--- src/hw/rtl/mtat_pkg.sv ---
`timescale 1ns / 1ps
`default_nettype none

package mtat_pkg;

  // fixed field widths
  localparam int ANGLE_W    = 15;
  localparam int TOTAL_W    = 22;
  localparam int LIFT_W     = 32;
  localparam int DESTROY_W  = 21;
  localparam int RATE_W     = 24;
  localparam int PROD_W     = TOTAL_W + RATE_W + 1;
  localparam int LIFT_SHIFT = 16;

  // stream and config port widths
  localparam int IN_TDATA_W  = 16;
  localparam int OUT_TDATA_W = 56;
  localparam int CFG_INDEX_W = 8;
  localparam int CFG_DATA_W  = 24;

  // parameter defaults
  localparam int ANGLE_FRAC_BITS_DEFAULT = 6;
  localparam int COUNT_BITS_DEFAULT      = 8;

  // register indexes
  localparam logic [CFG_INDEX_W-1:0] REG_DIRECTION = 8'd0;
  localparam logic [CFG_INDEX_W-1:0] REG_DESTROY   = 8'd1;
  localparam logic [CFG_INDEX_W-1:0] REG_RATE      = 8'd2;
  localparam logic [CFG_INDEX_W-1:0] REG_START     = 8'd3;

  // register reset values
  localparam logic                 DIRECTION_RESET = 1'b1;
  localparam logic [DESTROY_W-1:0] DESTROY_RESET   = 21'd46080;
  localparam logic [RATE_W-1:0]    RATE_RESET      = '0;

  typedef struct packed {
    logic                      restart;
    logic signed [ANGLE_W-1:0] angle;
  } restart_t;

  typedef struct packed {
    logic signed [TOTAL_W-1:0] total_angle;
    logic                      limit_free;
    logic                      break_now;
  } track_out_t;

endpackage

`default_nettype wire

--- src/hw/rtl/mtat_track.sv ---
`timescale 1ns / 1ps
`default_nettype none

module mtat_track #(
  parameter int ANGLE_FRAC_BITS = mtat_pkg::ANGLE_FRAC_BITS_DEFAULT,
  parameter int COUNT_BITS      = mtat_pkg::COUNT_BITS_DEFAULT
) (
  input  wire logic                               clk,
  input  wire logic                               rst,
  input  wire logic                               en,
  input  wire logic                               in_valid,
  input  wire logic signed [mtat_pkg::ANGLE_W-1:0] angle,
  input  wire logic                               direction_right,
  input  wire logic [mtat_pkg::DESTROY_W-1:0]     destroy_angle,
  input  wire mtat_pkg::restart_t                 restart,
  output mtat_pkg::track_out_t                    result
);
  import mtat_pkg::*;

  localparam int FB = ANGLE_FRAC_BITS;
  localparam int FW = ((ANGLE_W > FB + 9) ? ANGLE_W : FB + 9) + 2;
  localparam int HW = FW + COUNT_BITS + 1;

  localparam logic signed [FW-1:0] ZERO  = '0;
  localparam logic signed [FW-1:0] D30   = FW'(30 << FB);
  localparam logic signed [FW-1:0] D150  = FW'(150 << FB);
  localparam logic signed [FW-1:0] D170  = FW'(170 << FB);
  localparam logic signed [FW-1:0] D180  = FW'(180 << FB);
  localparam logic signed [FW-1:0] D210  = FW'(210 << FB);
  localparam logic signed [FW-1:0] N30   = -D30;
  localparam logic signed [FW-1:0] N150  = -D150;
  localparam logic signed [FW-1:0] N170  = -D170;
  localparam logic signed [FW-1:0] N180  = -D180;

  localparam logic signed [COUNT_BITS-1:0] CMAX = {1'b0, {(COUNT_BITS-1){1'b1}}};
  localparam logic signed [COUNT_BITS-1:0] CMIN = {1'b1, {(COUNT_BITS-1){1'b0}}};

  localparam logic signed [HW-1:0] TMAX = HW'((1 << (TOTAL_W - 1)) - 1);
  localparam logic signed [HW-1:0] TMIN = -HW'(1 << (TOTAL_W - 1));

  logic signed [ANGLE_W-1:0]    previous_angle;
  logic signed [COUNT_BITS-1:0] half_turns;
  logic                         turning;

  logic signed [FW-1:0]         cur;
  logic signed [FW-1:0]         old;
  logic                         in_range;
  logic                         up;
  logic                         down;
  logic signed [COUNT_BITS-1:0] half_turns_next;
  logic                         turning_next;
  logic signed [FW-1:0]         frac;
  logic signed [HW-1:0]         total_raw;
  logic signed [TOTAL_W-1:0]    total_sat;

  assign cur      = {{(FW-ANGLE_W){angle[ANGLE_W-1]}}, angle};
  assign old      = {{(FW-ANGLE_W){previous_angle[ANGLE_W-1]}}, previous_angle};
  assign in_range = (cur >= N170) && (cur <= D170);

  always_comb begin
    up   = 1'b0;
    down = 1'b0;
    if (direction_right) begin
      if (cur > old) begin
        up = ((cur >= D150 && old < D150) || (cur >= N30 && old < N30)) && turning && in_range;
      end else if (cur < old) begin
        down = ((cur <= D150 && old > D150) || (cur <= N30 && old > N30)) && turning
               && in_range;
      end
    end else begin
      if (cur < old) begin
        up = ((cur <= N150 && old > N150) || (cur <= D30 && old > D30)) && turning && in_range;
      end else if (cur > old) begin
        down = ((cur >= N150 && old < N150) || (cur >= D30 && old < D30)) && turning
               && in_range;
      end
    end

    // saturating half-turn count
    half_turns_next = half_turns;
    if (up && half_turns != CMAX) begin
      half_turns_next = half_turns + COUNT_BITS'(1);
    end else if (down && half_turns != CMIN) begin
      half_turns_next = half_turns - COUNT_BITS'(1);
    end

    // turning flag on zero crossings, cleared only with no half turns left
    turning_next = turning;
    if (direction_right) begin
      if (cur > old && !turning && cur >= ZERO && old < ZERO) begin
        turning_next = 1'b1;
      end else if (cur < old && cur <= ZERO && old > ZERO && half_turns_next == '0) begin
        turning_next = 1'b0;
      end
    end else begin
      if (cur < old && cur <= ZERO && old > ZERO) begin
        turning_next = 1'b1;
      end else if (cur > old && cur >= ZERO && old < ZERO && half_turns_next == '0) begin
        turning_next = 1'b0;
      end
    end

    // fractional part within the current half turn
    frac = ZERO;
    if (direction_right) begin
      if (cur >= N30 && cur <= D180) begin
        frac = cur + D30;
        if (frac >= D180) begin
          frac = frac - D180;
        end
      end else if (turning_next) begin
        frac = D210 + cur;
      end
    end else begin
      if (cur <= D30 && cur >= N180) begin
        frac = D30 - cur;
        if (frac >= D180) begin
          frac = frac - D180;
        end
      end else begin
        frac = D210 - cur;
      end
    end

    total_raw = HW'(frac) + HW'(half_turns_next) * HW'(D180);
    if (total_raw > TMAX) begin
      total_sat = TOTAL_W'(TMAX);
    end else if (total_raw < TMIN) begin
      total_sat = TOTAL_W'(TMIN);
    end else begin
      total_sat = TOTAL_W'(total_raw);
    end
  end

  always_ff @(posedge clk) begin
    if (rst) begin
      previous_angle <= '0;
      half_turns     <= '0;
      turning        <= 1'b0;
    end else if (restart.restart) begin
      previous_angle <= restart.angle;
      half_turns     <= '0;
      turning        <= 1'b0;
    end else if (en && in_valid) begin
      previous_angle <= angle;
      half_turns     <= half_turns_next;
      turning        <= turning_next;
    end
  end

  always_ff @(posedge clk) begin
    if (en) begin
      result.total_angle <= total_sat;
      result.limit_free  <= turning_next;
      result.break_now   <= $signed({total_sat[TOTAL_W-1], total_sat})
                            >= $signed({2'b00, destroy_angle});
    end
  end

endmodule

`default_nettype wire

--- src/hw/rtl/mtat_lift.sv ---
`timescale 1ns / 1ps
`default_nettype none

module mtat_lift (
  input  wire logic                           clk,
  input  wire logic                           en,
  input  wire mtat_pkg::track_out_t           track,
  input  wire logic [mtat_pkg::RATE_W-1:0]    lift_rate,
  output mtat_pkg::track_out_t                result,
  output logic signed [mtat_pkg::LIFT_W-1:0]  lift_target
);
  import mtat_pkg::*;

  logic signed [PROD_W-1:0] product;
  track_out_t               track_q;
  logic signed [PROD_W-1:0] neg_product;

  // negated product, arithmetic shift gives floor rounding
  assign neg_product = -product;

  always_ff @(posedge clk) begin
    if (en) begin
      product     <= PROD_W'($signed(track.total_angle) * $signed({1'b0, lift_rate}));
      track_q     <= track;
      result      <= track_q;
      lift_target <= LIFT_W'(neg_product >>> LIFT_SHIFT);
    end
  end

endmodule

`default_nettype wire

--- src/hw/rtl/multi_turn_angle_tracker.sv ---
// throughput: one sample per cycle; input register, tracking stage, multiply stage
// and output register advance together and stall only when the output is held
// reset (rst, synchronous, active high): config registers return to their defaults,
// tracking state clears, the pipeline empties
`timescale 1ns / 1ps
`default_nettype none

module multi_turn_angle_tracker #(
  parameter int ANGLE_FRAC_BITS = mtat_pkg::ANGLE_FRAC_BITS_DEFAULT,
  parameter int COUNT_BITS      = mtat_pkg::COUNT_BITS_DEFAULT
) (
  input  wire logic                                clk,
  input  wire logic                                rst,
  // sample input: tdata[14:0] swing_angle
  input  wire logic                                s_tvalid,
  output logic                                     s_tready,
  input  wire logic [mtat_pkg::IN_TDATA_W-1:0]     s_tdata,
  // result output: tdata[21:0] total_angle, [53:22] lift_target,
  // [54] limit_free, [55] break_now
  output logic                                     m_tvalid,
  input  wire logic                                m_tready,
  output logic [mtat_pkg::OUT_TDATA_W-1:0]         m_tdata,
  // config write channel
  input  wire logic                                cfg_valid,
  output logic                                     cfg_ready,
  input  wire logic [mtat_pkg::CFG_INDEX_W-1:0]    cfg_index,
  input  wire logic [mtat_pkg::CFG_DATA_W-1:0]     cfg_data
);
  import mtat_pkg::*;

  // config registers
  logic                      direction_right;
  logic [DESTROY_W-1:0]      destroy_angle;
  logic [RATE_W-1:0]         lift_rate;
  logic signed [ANGLE_W-1:0] start_angle;

  logic     cfg_write;
  restart_t restart;

  // pipeline valid bits: input register, tracking, multiply, output
  logic v_in;
  logic v_track;
  logic v_mult;
  logic v_out;
  logic en;

  logic signed [ANGLE_W-1:0] angle_q;
  track_out_t                track_res;
  track_out_t                out_res;
  logic signed [LIFT_W-1:0]  lift_target;

  assign cfg_ready = 1'b1;
  assign cfg_write = cfg_valid && cfg_ready;

  // a write of the direction or the start angle restarts tracking
  always_comb begin
    restart.restart = 1'b0;
    restart.angle   = start_angle;
    if (cfg_write) begin
      unique case (cfg_index)
        REG_DIRECTION: restart.restart = 1'b1;
        REG_START: begin
          restart.restart = 1'b1;
          restart.angle   = cfg_data[ANGLE_W-1:0];
        end
        default: restart.restart = 1'b0;
      endcase
    end
  end

  always_ff @(posedge clk) begin
    if (rst) begin
      direction_right <= DIRECTION_RESET;
      destroy_angle   <= DESTROY_RESET;
      lift_rate       <= RATE_RESET;
      start_angle     <= '0;
    end else if (cfg_write) begin
      unique case (cfg_index)
        REG_DIRECTION: direction_right <= cfg_data[0];
        REG_DESTROY:   destroy_angle   <= cfg_data[DESTROY_W-1:0];
        REG_RATE:      lift_rate       <= cfg_data[RATE_W-1:0];
        REG_START:     start_angle     <= cfg_data[ANGLE_W-1:0];
        default: ;
      endcase
    end
  end

  // whole pipeline moves unless a result is waiting on the output
  assign en       = !v_out || m_tready;
  assign s_tready = en;

  always_ff @(posedge clk) begin
    if (rst) begin
      v_in    <= 1'b0;
      v_track <= 1'b0;
      v_mult  <= 1'b0;
      v_out   <= 1'b0;
    end else if (en) begin
      v_in    <= s_tvalid;
      v_track <= v_in;
      v_mult  <= v_track;
      v_out   <= v_mult;
    end
  end

  always_ff @(posedge clk) begin
    if (en && s_tvalid) begin
      angle_q <= s_tdata[ANGLE_W-1:0];
    end
  end

  // unwrap stage: owns previous angle, half-turn count and turning flag
  mtat_track #(
    .ANGLE_FRAC_BITS (ANGLE_FRAC_BITS),
    .COUNT_BITS      (COUNT_BITS)
  ) u_track (
    .clk             (clk),
    .rst             (rst),
    .en              (en),
    .in_valid        (v_in),
    .angle           (angle_q),
    .direction_right (direction_right),
    .destroy_angle   (destroy_angle),
    .restart         (restart),
    .result          (track_res)
  );

  // lift target: registered multiply, then negate and shift into the output register
  mtat_lift u_lift (
    .clk         (clk),
    .en          (en),
    .track       (track_res),
    .lift_rate   (lift_rate),
    .result      (out_res),
    .lift_target (lift_target)
  );

  assign m_tvalid = v_out;
  assign m_tdata  = {out_res.break_now, out_res.limit_free, lift_target, out_res.total_angle};

endmodule

`default_nettype wire

--- config.mk ---
export PLATFORM = sky130hd
export DESIGN_NAME = multi_turn_angle_tracker
export DESIGN_NICKNAME = d
export VERILOG_FILES = /design/src/hw/rtl/mtat_pkg.sv /design/src/hw/rtl/mtat_track.sv /design/src/hw/rtl/mtat_lift.sv /design/src/hw/rtl/multi_turn_angle_tracker.sv
export SDC_FILE = /design/constraint.sdc
export NUM_CORES = 2
export LEC_CHECK = 0
export CORE_MARGIN = 3
export CORE_UTILIZATION = 70
export DETAILED_ROUTE_END_ITERATION = 16
export DONT_BUFFER_PORTS = 1
export MAX_ROUTING_LAYER = met4
export PLACE_DENSITY = 0.83
export SLEW_MARGIN = 30
export SYNTH_ARGS = -nofsm -noshare
export SYNTH_HDL_FRONTEND = slang
export SYNTH_SLANG_ARGS = --single-unit
--- constraint.sdc ---
create_clock -name clk -period 17.1 [get_ports clk]
set_clock_uncertainty 0.05 [all_clocks]
set_input_delay 1.71 -clock clk [delete_from_list [all_inputs] [get_ports clk]]
set_output_delay 1.71 -clock clk [all_outputs]
set_load 0.05 [all_outputs]
---- Yosys cells after proc, flatten, opt, wreduce, memory -nomap -nowiden ----
Index checks and enable logic that the tools add are counted.
operators by class
  muxes and demuxes ....................... 28
  magnitude comparators ................... 31
  multipliers ............................. 2
  reductions and logical operators ........ 47
  add/subtract/negate cells ............... 10
  equality and inequality tests ........... 5
operator list
  operator                count
  $mux 17                 6
  $ge 15x15->1 const B    4
  $le 15x15->1 const B    4
  $mul 22x25->47          1
  $neg 47->47             1
  $mux 15                 3
  $mux 22                 2
  $ge 17x15->1 const B    2
  $sub 17x15->17 const B  2
  $logic_and 1x1->1       32
  $ge 15x12->1 const B    2
  $gt 15x12->1 const B    2
  $gt 15x15->1 const B    2
  $le 15x12->1 const B    2
  $lt 15x12->1 const B    2
  $lt 15x15->1 const B    2
  $gt 26x22->1 const B    1
  $lt 26x22->1 const B    1
  $add 17x23->24          1
  $ge 22x22->1            1
  $add 15x12->16 const B  1
  $add 15x15->16 const A  1
  $eq 8x2->1 const B      2
  $logic_not 8->1         2
  other kinds (21)        44
word-level totals
  logic and storage cells ................. 146
  bits in registers ....................... 254

---- Logic depth before layout (Yosys ltp) ----
  depth after elaboration ................. 24
  gate-level depth with buffers ........... 50

---- By module ----
Synthesis repeated with hierarchy kept, for this count alone.
unflattened totals
  cells, all modules ...................... 3405
  area, all modules ....................... 32179.6 um^2
by module, submodules not included
  module                    cells each  area each (um^2)  instances
  mtat_lift                 2178        21795.9           1
  mtat_track                941         7073.0            1
  multi_turn_angle_tracker  286         3310.7            1

---- Least setup slack after synthesis ----
OpenSTA, ideal clock, no wires.
  path kind ............................... flip-flop to flip-flop
  from .................................... reg angle_q[8]
  to ...................................... reg u_track.result[0] in the netlist's numbering, data pin
  stages on the path, launching flop included .. 48
  slack ................................... 7479 ps
  library setup time ...................... 257 ps
  path buffers ............................ 2
  clock period less this slack ............ 9621 ps
  arrival ................................. 9314 ps
  cell sequence ........................... edfxtp_1 clkbuf_1 inv_1 ha_1 nor3b_1 o21ai_0 a31oi_1 o21ai_0 nand4_1 nand2_1 and3_1 a22oi_1 xnor2_1 inv_1 ha_1 ha_1 inv_1 fa_1 [... 12 more ...] nand2b_1 nor3_1 nor3_1 o311ai_1 o311ai_0 clkbuf_1 o21ai_0 ha_1 a21o_1 a21o_1 a21o_1 a21oi_1 nor2b_1 o21ai_0 a21oi_1 o2111ai_1 a21o_1 a21oi_1
between the ends
  longest elaborated chain between the ends .. 24
RTL lines
  what                                                                  RTL line                            source
  from (decl)                                                           multi_turn_angle_tracker.sv:47      logic signed [ANGLE_W-1:0] angle_q;
  from (signal assigned)                                                multi_turn_angle_tracker.sv:108     angle_q <= s_tdata[ANGLE_W-1:0];
  $ge 15x15->1, or another cell as far along                            mtat_track.sv:74                    down = ((cur >= N150 && old < N150) || (cur >= D30 && old < D30)) && turning
  $logic_and 1x1->1, on equally long branches                           mtat_track.sv:74, mtat_track.sv:67
  $logic_or 1x1->1, on equally long branches                            mtat_track.sv:74, mtat_track.sv:67
  $logic_and 1x1->1, on equally long branches                           mtat_track.sv:74, mtat_track.sv:67
  $logic_and 1x1->1, on equally long branches                           mtat_track.sv:75, mtat_track.sv:68
  $mux 1, on equally long branches                                      mtat_track.sv:73, mtat_track.sv:66
  $mux 1, on equally long branches                                      mtat_track.sv:71, mtat_track.sv:64
  $mux 1                                                                mtat_track.sv:63                    if (direction_right) begin
  [... 3 more ...]                                                      --
  named net u_track.half_turns_next[5]                                  mtat_track.sv:50                    logic signed [COUNT_BITS-1:0] half_turns_next;
  parallel branches: the longest is 8 deep, another holds $mul 8x7->15  --
  $add 17x23->24 (*)                                                    mtat_track.sv:125                   total_raw = HW'(frac) + HW'(half_turns_next) * HW'(D180);
  $lt 26x22->1                                                          mtat_track.sv:128                   end else if (total_raw < TMIN) begin
  $mux 22                                                               mtat_track.sv:128
  $mux 22 (*)                                                           mtat_track.sv:126                   if (total_raw > TMAX) begin
  named net u_track.total_sat[1]                                        mtat_track.sv:54                    logic signed [TOTAL_W-1:0] total_sat;
  $ge 22x22->1 (*)                                                      mtat_track.sv:156                   >= $signed({2'b00, destroy_angle});
  to (decl)                                                             mtat_track.sv:16                    output mtat_pkg::track_out_t result
Mark *: on every way through the listed nets, which the timed path passes.
A chain may end at the register's enable or synchronous reset.

---- Worst setup path in the final report ----
  from .................................... reg angle_q[7]
  to ...................................... reg u_track.result[0] in the netlist's numbering, data pin
The elaborated chain is that of the path after synthesis.

==> flow_summary.ini <==
[outcome]
status = complete, no violations

[floorplan]
start_util = 0.715
std_cell_rows = 76
dieWidth_um = 216
die_height_um = 216
io_pins = 112
die-area_sq_um = 46800
core-area_sq_um = 43400

[power_and_ir_drop]
pwr_density_cell_nw_per_um2 = 64.8
power_mw = 2.11
p_leak_nw = 15.3
max-vdd-ir-drop_v = 0.0000881

[route]
ant_nets = 0
wl_per_cell_um = 20.2
drt_iter0_markers = 2312
via_per_inst = 6.13
drcViolationCount = 0
dr.pass1.iters = 6
num_vias = 23500
wl_um = 77500

[global_routing]
grt_pass1_vias = 24700
grt_remaining_overflow = 0
grt_start_max_net_pins = 107
grt_pass1_wl_um = 125000
antenna_found_initial = 0
grt_usage = 0.345

[timing]
max_clock_freq_mhz = 85.7
fin_crit_ns = 11.67
setup_viol = 0
hold_viol_final = 0
holdWs_ns = 0.359
worst_pin_slew_ns = 1.09
tns_ns = 0
fin_crit_sh = 0.682
rsz0062_at_grt = no
maxSlewViolCount = 0
slew_headroom = 0.272

[synth]
yosysSeqAreaShare = 0.217
synth_edf_count = 165
synthesis.nets = 4097
yosys.area.top_type_share = 0.291
async_reset_ff_frac = 0
yosys.area.top_type = fa_1
avgSynthCellArea_sq_um = 9.37
syn_inst = 3307
synthTopCellsByArea = fa_1 29%, edfxtp_1 16%, ha_1 12%
yosys_warnings = 0
synth-main-ff-cell = edfxtp_1
netlist-cell-type-count = 88
synth-seq-cells = 254
synth_area_sq_um = 31000

[worst_setup_path]
cp_slowest_stage_delay_ns = 0.78
cp_num_cells = 48
cp_slowest_cell = edfxtp_1
endpoint = u_track.result[0]$_DFFE_PN_
rr_worst_depth = 48
r2r_start = angle_q[7]$_DFFE_PP_
endpoint_kind = flip-flop
cpMostUsedCell = ha_1
worstPathRequired_ns = 17.38
critPathMaxFanout = 22
crit_buf_inv = 4
cp.arrival_ns = 11.95
startpoint_type = flip-flop
path_delay_family = compound AO/OA/AOI/OAI gates
timing.rr.end = u_track.result[0]$_DFFE_PN_
crit_type = reg2reg
rrSetupSlack_ns = 5.43
cp-startpoint = angle_q[7]$_DFFE_PP_

[cells_and_area]
final_nets = 4020
final_cell_mix = 540 x inv_1, 539 x nand2_1, 451 x fa_1
areaGrowthSynthToFinish_pct = 5.06
regArea_sq_um = 6750
multi_input_area_sq_um = 21600
fill_cells = 3019
final_common_cell = inv_1
layout-drive-gt1-share = 0.0421
n_antenna_cell = 0
utilization = 0.751

[clock_network]
cts-root-buf = clkbuf_16
insertion_delay_ns = 0.58
clk_path_buf_depth = 3
cts_sinks = 254
cts_tree = yes
cts-resized-gates = 0
cts_max_level = 1
hold_buffers = 0
cts_buffers = 28
path_clk_slew_ns = 0.06
post-cts-setup-buffers = 0

[placed_design]
dp_hpwl_um = 58700
port_buffers = 0
routabilityCongestion = 0.939

[worst_hold_path]
min_path_type = reg2reg

[run]
max_cap_viol_count = 0
-- worst reg2reg max path: cells and delay by family, from the launching register on --
family	cells	cell delay (ns)
adder cells (fa/ha/maj)	8	2.82
AO/OA/AOI/OAI	21	4.56
flip-flops	1	0.78
XOR/XNOR	2	0.79
multiplexers	1	0.11
AND/OR/NAND/NOR	12	1.90
buffers and inverters	4	0.41
-- area by class of cell --
| class | instances | share of cell area |
|---|---|---|
| flip-flops and latches | 254 | 0.207 |
| multi-input cells | 2359 | 0.665 |
| clock buffers | 39 | 0.0245 |
| repair buffers | 44 | 0.0134 |
| well taps | 585 | 0.0225 |
| clock inverters | 13 | 0.00465 |
| inverters | 543 | 0.0628 |
-- metrics by stage --
stage	std cells	cell area (sq um)	setup slack, ns
2_1_floorplan	3307	31000	7.48
3_3_place_gp	3769	31400	6.13
3_5_place_dp	3769	31400	5.85
4_1_cts	3821	32300	5.75
5_1_grt	3837	32600	4.62
6_report	3837	32600	5.43
-- layer usage --
layer / global-route usage / routed length, um
met1: 0.436 / 29700
met2: 0.552 / 37100
met3: 0.0698 / 7420
met4: 0.138 / 3360
met5: - / 0
-- Yosys cell counts, drive strengths merged, types with 11 or more instances --
| cell type | instances |
|---|---|
| and2 | 167 |
| a21oi | 147 |
| nand3 | 28 |
| buf | 13 |
| nand4 | 15 |
| inv | 542 |
| a31oi | 20 |
| o21a | 15 |
| or3 | 13 |
| xor2 | 34 |
| dfxtp | 89 |
| nor2b | 16 |
| clkbuf | 138 |
| nor4 | 16 |
| xnor2 | 89 |
| edfxtp | 165 |
| a211oi | 27 |
| a21o | 38 |
| nor2 | 111 |
| nand2 | 541 |
| and3 | 18 |
| o21ai | 88 |
| fa | 451 |
| o21bai | 11 |
| ha | 286 |
| mux2i | 15 |
| o211ai | 19 |
| nor3 | 38 |
| nand2b | 38 |
-- worst min path at each step --
| stage | from | end | slack, ns | cells past startpoint |
|---|---|---|---|---|
| floorplan | u_lift.track_q[0]$_DFFE_PN_ | u_lift.result[0]$_DFFE_PN_ | 0.35 | 0 |
| detailed placement | u_lift.track_q[12]$_DFFE_PN_ | u_lift.result[12]$_DFFE_PN_ | 0.36 | 0 |
| CTS | u_lift.track_q[12]$_DFFE_PN_ | u_lift.result[12]$_DFFE_PN_ | 0.36 | 0 |
| finish | u_lift.track_q[12]$_DFFE_PN_ | u_lift.result[12]$_DFFE_PN_ | 0.36 | 0 |
| global placement | u_lift.track_q[11]$_DFFE_PN_ | u_lift.result[11]$_DFFE_PN_ | 0.35 | 0 |
| global route | u_lift.track_q[12]$_DFFE_PN_ | u_lift.result[12]$_DFFE_PN_ | 0.37 | 0 |
-- flip-flops by register name (all words and copies together) (netlist names), 8 cells and up --
register,count
u_lift.result,24
lift_rate,24
u_track.half_turns,8
destroy_angle,21
angle_q,15
u_lift.product,47
u_lift.track_q,24
u_lift.lift_target,31
start_angle,15
u_track.result,24
u_track.previous_angle,15
-- cells by family (layout without fill, tap and decap cells) --
| group | count (synthesis) | in the layout | share of synthesized area |
|---|---|---|---|
| compound gates | 443 | 443 | 0.0908 |
| xor+xnor | 123 | 123 | 0.0353 |
| fa+ha+maj | 737 | 737 | 0.407 |
| buf+inv | 694 | 639 | 0.0846 |
| flops | 254 | 254 | 0.217 |
| mux | 17 | 17 | 0.00557 |
| other cells | 1 | 1 | 0.000121 |
| simple gates | 1038 | 1038 | 0.159 |
-- power by group --
part / total (mW) / switching, mW / leakage [nW] / internal, mW
logic: 0.461 / 0.289 / 12.4 / 0.172
registers: 1.03 / 0.256 / 2.47 / 0.771
clock network: 0.621 / 0.261 / 0.469 / 0.360
Note: power is estimated with default switching activity, not from simulation.
